File: src/design/tsase_pkg.sv
// Package with the opcode and status codes of the Thumb shift/add/subtract executor.
`default_nettype none

package tsase_pkg;

    typedef enum logic [2:0] {
        OP_LSL   = 3'd0,
        OP_LSR   = 3'd1,
        OP_ASR   = 3'd2,
        OP_ADDSUB = 3'd3,
        OP_MOV   = 3'd4,
        OP_CMP   = 3'd5,
        OP_ADDI8 = 3'd6,
        OP_SUBI8 = 3'd7
    } t_op;

    localparam logic STATUS_OK    = 1'b0;
    localparam logic STATUS_UNDEF = 1'b1;

    localparam int unsigned DATA_W  = 32;
    localparam int unsigned FLAGS_W = 4;

    localparam logic [1:0] CLASS_SHIFT_ADD = 2'b00;

endpackage

`default_nettype wire

File: src/design/thumb_shift_add_sub_executor.sv
// Top level of the Thumb shift/add/subtract/move/compare executor.
//
// The request channel (i_valid, o_ready, i_instruction) takes one 16-bit Thumb
// halfword per request. The result channel (o_valid, i_ready and the o_ payload
// ports) returns one result per request, in order.
// The eight low registers live in a small two-read, one-write memory with a
// registered read; the NZCV flags are a register.
// A request is read from the register memory at the edge that accepts it, is
// executed in the execute stage and lands in the output register when that
// stage advances, which waits while the output holds a result not yet taken.
// Throughput is one request per cycle while the receiver keeps up: a write-back
// that meets a read of the same register at one edge forwards the new value
// into the read register.
// Reset marks every register entry as zero through per-entry valid bits and
// clears the flags and both stages; no clearing pass is needed.
// When the receiver stalls, the output register holds its result, the execute
// stage holds one more request, and o_ready falls only when both are full.
`default_nettype none

module thumb_shift_add_sub_executor #(
    parameter int REG_COUNT = 8
) (
    input  wire logic        i_clk,
    input  wire logic        i_rst_n,
    input  wire logic        i_valid,
    output logic             o_ready,
    input  wire logic [15:0] i_instruction,
    output logic             o_valid,
    input  wire logic        i_ready,
    output logic             o_status,
    output logic             o_reg_written,
    output logic [2:0]       o_dest_index,
    output logic [31:0]      o_dest_value,
    output logic [3:0]       o_flags_nzcv
);

    localparam int IDX_W = $clog2(REG_COUNT);

    logic [31:0]      r_mem [REG_COUNT];
    logic [REG_COUNT-1:0] r_mem_vld;

    logic             r_s1_valid;
    logic [15:0]      r_s1_instr;
    logic [31:0]      r_rd_a;
    logic [31:0]      r_rd_b;
    logic [3:0]       r_flags;

    logic             r_out_valid;
    logic             r_out_status;
    logic             r_out_wrote;
    logic [2:0]       r_out_idx;
    logic [31:0]      r_out_val;
    logic [3:0]       r_out_flags;

    logic             accept;
    logic             s1_advance;
    logic [IDX_W-1:0] raddr_a;
    logic [IDX_W-1:0] raddr_b;

    logic             wr_en;
    logic [IDX_W-1:0] waddr;
    logic [2:0]       dest_idx;
    logic [31:0]      result;
    logic [3:0]       n_flags;
    logic             undef;
    logic             wrote;

    tsase_pkg::t_op   op;
    logic [4:0]       imm5;
    logic [7:0]       imm8;
    logic [1:0]       sel;
    logic [32:0]      lsl_wide;
    logic [5:0]       shamt;
    logic signed [33:0] sr_src;
    logic signed [33:0] sr_wide;
    logic             sub;
    logic [31:0]      add_b;
    logic [31:0]      add_bb;
    logic [32:0]      sum;
    logic [3:0]       add_flags;

    assign s1_advance = r_s1_valid && (!r_out_valid || i_ready);
    assign o_ready    = !r_s1_valid || s1_advance;
    assign accept     = i_valid && o_ready;

    always_comb begin
        if (i_instruction[13:11] > 3'd3) begin
            raddr_a = i_instruction[8 +: IDX_W];
        end else begin
            raddr_a = i_instruction[3 +: IDX_W];
        end
        raddr_b = i_instruction[6 +: IDX_W];
    end

    // Register memory: one write port, two registered read ports with forwarding.
    always_ff @(posedge i_clk) begin
        if (wr_en) begin
            r_mem[waddr] <= result;
        end
        if (accept) begin
            if (wr_en && waddr == raddr_a) begin
                r_rd_a <= result;
            end else if (r_mem_vld[raddr_a]) begin
                r_rd_a <= r_mem[raddr_a];
            end else begin
                r_rd_a <= '0;
            end
            if (wr_en && waddr == raddr_b) begin
                r_rd_b <= result;
            end else if (r_mem_vld[raddr_b]) begin
                r_rd_b <= r_mem[raddr_b];
            end else begin
                r_rd_b <= '0;
            end
            r_s1_instr <= i_instruction;
        end
    end

    always_ff @(posedge i_clk) begin
        if (!i_rst_n) begin
            r_mem_vld  <= '0;
            r_s1_valid <= 1'b0;
            r_flags    <= '0;
        end else begin
            if (wr_en) begin
                r_mem_vld[waddr] <= 1'b1;
            end
            if (accept) begin
                r_s1_valid <= 1'b1;
            end else if (s1_advance) begin
                r_s1_valid <= 1'b0;
            end
            if (s1_advance) begin
                r_flags <= n_flags;
            end
        end
    end

    // Execute stage.
    always_comb begin
        op    = tsase_pkg::t_op'(r_s1_instr[13:11]);
        imm5  = r_s1_instr[10:6];
        imm8  = r_s1_instr[7:0];
        sel   = r_s1_instr[10:9];
        undef = r_s1_instr[15:14] != tsase_pkg::CLASS_SHIFT_ADD;

        lsl_wide = {1'b0, r_rd_a} << imm5;
        shamt    = (imm5 == 5'd0) ? 6'd32 : {1'b0, imm5};
        sr_src   = {(op == tsase_pkg::OP_ASR) && r_rd_a[31], r_rd_a, 1'b0};
        sr_wide  = sr_src >>> shamt;

        sub = ((op == tsase_pkg::OP_ADDSUB) && sel[0]) || (op == tsase_pkg::OP_CMP)
              || (op == tsase_pkg::OP_SUBI8);
        if (op == tsase_pkg::OP_ADDSUB) begin
            add_b = sel[1] ? {29'd0, r_s1_instr[8:6]} : r_rd_b;
        end else begin
            add_b = {24'd0, imm8};
        end
        add_bb = sub ? ~add_b : add_b;
        sum    = {1'b0, r_rd_a} + {1'b0, add_bb} + {32'd0, sub};
        add_flags = {sum[31], sum[31:0] == 32'd0, sum[32],
                     ~(r_rd_a[31] ^ add_bb[31]) & (r_rd_a[31] ^ sum[31])};

        result   = sum[31:0];
        n_flags  = add_flags;
        wrote    = 1'b1;
        dest_idx = r_s1_instr[2:0];

        case (op)
            tsase_pkg::OP_LSL: begin
                if (imm5 == 5'd0) begin
                    result = r_rd_a;
                    n_flags = {r_rd_a[31], r_rd_a == 32'd0, r_flags[1], r_flags[0]};
                end else begin
                    result = lsl_wide[31:0];
                    n_flags = {lsl_wide[31], lsl_wide[31:0] == 32'd0, lsl_wide[32],
                               r_flags[0]};
                end
            end
            tsase_pkg::OP_LSR, tsase_pkg::OP_ASR: begin
                result  = sr_wide[32:1];
                n_flags = {sr_wide[32], sr_wide[32:1] == 32'd0, sr_wide[0], r_flags[0]};
            end
            tsase_pkg::OP_ADDSUB: begin
                result = sum[31:0];
            end
            tsase_pkg::OP_MOV: begin
                result   = {24'd0, imm8};
                n_flags  = {1'b0, imm8 == 8'd0, r_flags[1], r_flags[0]};
                dest_idx = r_s1_instr[10:8];
            end
            tsase_pkg::OP_CMP: begin
                wrote    = 1'b0;
                result   = '0;
                dest_idx = '0;
            end
            tsase_pkg::OP_ADDI8, tsase_pkg::OP_SUBI8: begin
                dest_idx = r_s1_instr[10:8];
            end
            default: begin
                wrote = 1'b0;
            end
        endcase

        if (undef) begin
            wrote    = 1'b0;
            result   = '0;
            dest_idx = '0;
            n_flags  = r_flags;
        end

        waddr = dest_idx[IDX_W-1:0];
        wr_en = s1_advance && wrote;
    end

    always_ff @(posedge i_clk) begin
        if (!i_rst_n) begin
            r_out_valid <= 1'b0;
        end else begin
            if (s1_advance) begin
                r_out_valid <= 1'b1;
            end else if (i_ready) begin
                r_out_valid <= 1'b0;
            end
        end
    end

    always_ff @(posedge i_clk) begin
        if (s1_advance) begin
            r_out_status <= undef ? tsase_pkg::STATUS_UNDEF : tsase_pkg::STATUS_OK;
            r_out_wrote  <= wrote;
            r_out_idx    <= dest_idx;
            r_out_val    <= result;
            r_out_flags  <= n_flags;
        end
    end

    assign o_valid       = r_out_valid;
    assign o_status      = r_out_status;
    assign o_reg_written = r_out_wrote;
    assign o_dest_index  = r_out_idx;
    assign o_dest_value  = r_out_val;
    assign o_flags_nzcv  = r_out_flags;

endmodule

`default_nettype wire
File: config.mk
export PLATFORM = sky130hd
export DESIGN_NAME = thumb_shift_add_sub_executor
export DESIGN_NICKNAME = d
export VERILOG_FILES = /design/src/design/tsase_pkg.sv /design/src/design/thumb_shift_add_sub_executor.sv
export SDC_FILE = /design/constraint.sdc
export NUM_CORES = 1
export LEC_CHECK = 0
export ABC_AREA = 0
export BUFFER_PORTS_ARGS = -buffer_cell sky130_fd_sc_hd__buf_4
export CAP_MARGIN = 20
export CORE_MARGIN = 2
export CORE_UTILIZATION = 45
export DETAILED_ROUTE_END_ITERATION = 10
export SYNTH_ARGS = -nofsm -noshare
export SYNTH_HDL_FRONTEND = slang
export SYNTH_SLANG_ARGS = --single-unit
File: constraint.sdc
create_clock -name i_clk -period 11.2 [get_ports i_clk]
set_input_delay 1.12 -clock i_clk [delete_from_list [all_inputs] [get_ports i_clk]]
set_output_delay 1.12 -clock i_clk [all_outputs]
set_load 0.005 [all_outputs]
==> metrics <==
result of the run finished, final reports clean; total wire length after detailed routing 86.07 mm; number of pins exceeding their max-slew limit in the final report 0; first-pass GRT wire length 126.0 mm; Wirelength per Cell 31.83 um; master cell of the clock root buffer clkbuf_16; R2R setup slack 5.62 ns; fill count 4627; crit-path max cell delay 0.70 ns; placed inst area 25610 um^2; endpoint required time on the critical path 11.53 ns; ys async rst share 0; die area 56160 um^2; final hold violations 0; number of buffers added to fix hold violations after cts 0; Synth area leaders edfxtp_1 (46%), mux4_2 (16%), mux2i_1 (5.9%); clock tree from TritonCTS built; synthesized area per cell 12.42 um^2; final non-filler cell area 26950 um^2; post-CTS setup buffer count 0; FP Rows 85; maximum number of pins on one net before global-route repair 63; largest fanout on the critical path 58; total number of H-tree levels 2; number of global-route vias before repair 18.24k; nets in the synthesized netlist 2021; leading area contributor after synthesis edfxtp_1; Final Cycle Share 0.4982; total power draw 0.003699 W; Worst Tran Pin Value 1.128 ns; TNS Setup 0 ns; Yosys warnings 0; number of standard cells after synthesis 1967; fmax 179.2 MHz; Clock transition at path regs 0.06 ns; Initial Utilization 0.4548; area of combinational cells with multiple inputs 12120 um^2; PortBufs 62; Initial DRC Count 2191; worst-case vdd ir drop 141.6 uV; Yosys reg bits 391; area share of the largest cell type after synthesis 0.4635; Worst EP arrival 5.91 ns; Distinct cells, synth 84; Total Nets Final 2027; total power divided by cell area 137.2 nW/um^2; die height 237.0 um; via density per instance 6.920; DRC viols 0; terminus of the critical flop-to-flop path r_rd_b[30]; cell-by-cell listing of the critical path buf_4 -> a21oi_1 -> nor2_4 -> buf_4 -> xnor2_1 -> ha_1 -> a21o_1 -> a221oi_2 -> o31a_1 -> a2111oi_0 -> nor2_1 -> mux2i_1 -> a2111oi_2 -> o221a_2 -> nor2_1 -> a21o_1; Place WS 5.725 ns; worst setup path startpoint r_s1_instr[9]; area overhead of the layout relative to synthesis 10.35%; IO Pins 63; Storage cell area 11600 um^2; floorplan die width 237.0 um; total congestion overflow 0; core region area 53710 um^2; sink of the worst hold path r_mem_vld[6]; Rel. slew slack 0.2482; category of the worst setup path launch point register; CTS Buffer Depth 3; maxcap violations 0; fin crit period 5.580 ns; Crit Path Class register to register; Worst setup EP type register; # resized after CTS 0; initial antenna violation count 1; setup violators final 0; placed wire-length estimate after detailed placement 60.28 mm; worst reg2reg startpoint r_s1_instr[9]; Post-synth EDFFs 377; global placer's final weighted congestion 1.042; area of the mapped netlist 24430 um^2; total vias in the final route 18.71k; Worst Clk Skew 0.02740 ns; number of cells traversed by the worst hold path 1; leakage power figure 9.526 nW; Critical Path Slowest Stage Cell a2111oi_0; Post-DRT Antenna Nets 0; worst-case reg-to-reg path depth 16; detailed-router iteration count before antenna repair 8; Worst Hold Class register to register; Skew-Pair Late Insertion Delay 0.58 ns; Worst Setup Slack, final 5.620 ns; min-delay src r_mem_vld[6]; commonest register cell after synthesis edfxtp_1; clock buffer count from CTS 42; RSZ-0062 raised after global routing false; CTS Sinks 391; fraction of final layout cells with drive strength greater than 1 0.2088; proportion of synthesized chip area in sequential cells 0.4750; GR Util All Layers 0.3062
cells in the mapped netlist, drive strengths merged, types with 34 or more instances:
| cell type | number |
|---|---|
| o21ai | 108 |
| clkbuf | 97 |
| nor3 | 36 |
| mux4 | 171 |
| mux2i | 146 |
| a21oi | 119 |
| xnor2 | 50 |
| nand3 | 36 |
| buf | 59 |
| nand2 | 167 |
| mux2 | 37 |
| edfxtp | 377 |
| nor2 | 110 |
| inv | 34 |
sequential cells by signal (all words and copies together), names as in the netlist, 4 cells and up:
name,flops
r_mem,256
o_dest_value,32
r_rd_a,32
r_rd_b,32
r_s1_instr,16
r_mem_vld,8
o_flags_nzcv,4
r_flags,4
cell families after synthesis:
logic type,synth area share
mux,0.2354
compound gates,0.1242
xor+xnor,0.02295
flops,0.4750
fa+ha+maj,0.01772
simple gates,0.09103
buf+inv,0.03381
through the flow:
stage / util / std cells / hold slack, ns
3_3_place_gp: 0.4767 / 2623 / 0.4642
5_1_grt: 0.5018 / 2703 / 0.5101
2_1_floorplan: - / 1967 / 0.4519
6_report: 0.5019 / 2704 / 0.4945
3_5_place_dp: 0.4768 / 2624 / 0.4777
4_1_cts: 0.5017 / 2702 / 0.4916
metal layers:
metal | part of all wire | track usage
met4 | 0.051 | 0.1408
met2 | 0.45 | 0.4707
met5 | 0.00015 | 0
met3 | 0.088 | 0.04990
met1 | 0.41 | 0.4285
cell usage in the layout, fill, tap and decap left out, types with 20 or more instances in the layout:
master	instances
a21o_1	25
o22ai_1	26
ha_1	33
mux2_2	34
mux4_2	170
or3_1	20
clkbuf_16	43
nor3_1	28
nand2_1	167
inv_1	30
nor2_1	104
nor4_1	20
o21ai_0	103
a21oi_1	118
buf_4	117
edfxtp_1	377
nand3_1	36
xnor2_1	50
mux2i_1	140
o31ai_1	25
final cells by class:
class,count,share of cell area
inverter,36,0.005013
clock buffer,56,0.04173
timing repair buffer,118,0.03277
sequential,391,0.4304
tap,696,0.03231
multi-input combinational,1384,0.4498
antenna,1,0.00009284
clock inverter,22,0.007938
worst max-delay path by stage:
stage                 endpoint  slack [ns]  cells past startpoint
3_3_place_gp   o_flags_nzcv[2]        5.76                     16
4_1_cts             r_rd_b[30]        5.75                     15
3_5_place_dp        r_rd_b[30]        5.72                     15
5_1_grt             r_rd_a[30]        5.37                     16
2_1_floorplan      r_mem[1][0]        5.82                      6
6_report            r_rd_b[30]        5.62                     16
report_power, final:
| group | switching (W) | internal (W) | total [W] |
|---|---|---|---|
| Clock | 0.000579 | 0.000783 | 0.00136 |
| Sequential | 0.0000379 | 0.00163 | 0.00167 |
| Combinational | 0.000421 | 0.000247 | 0.000668 |
| Total | 0.00104 | 0.00266 | 0.00370 |
critical path: cells and delay by family, from the launching register on:
family / cells / cell delay [ns]
buf+inv: 2 / 1.01
compound gates: 8 / 2.72
xor+xnor: 1 / 0.15
flops: 1 / 0.32
fa+ha+maj: 1 / 0.45
simple gates: 3 / 0.49
mux: 1 / 0.18
Note: power is estimated with default switching activity, not from simulation.
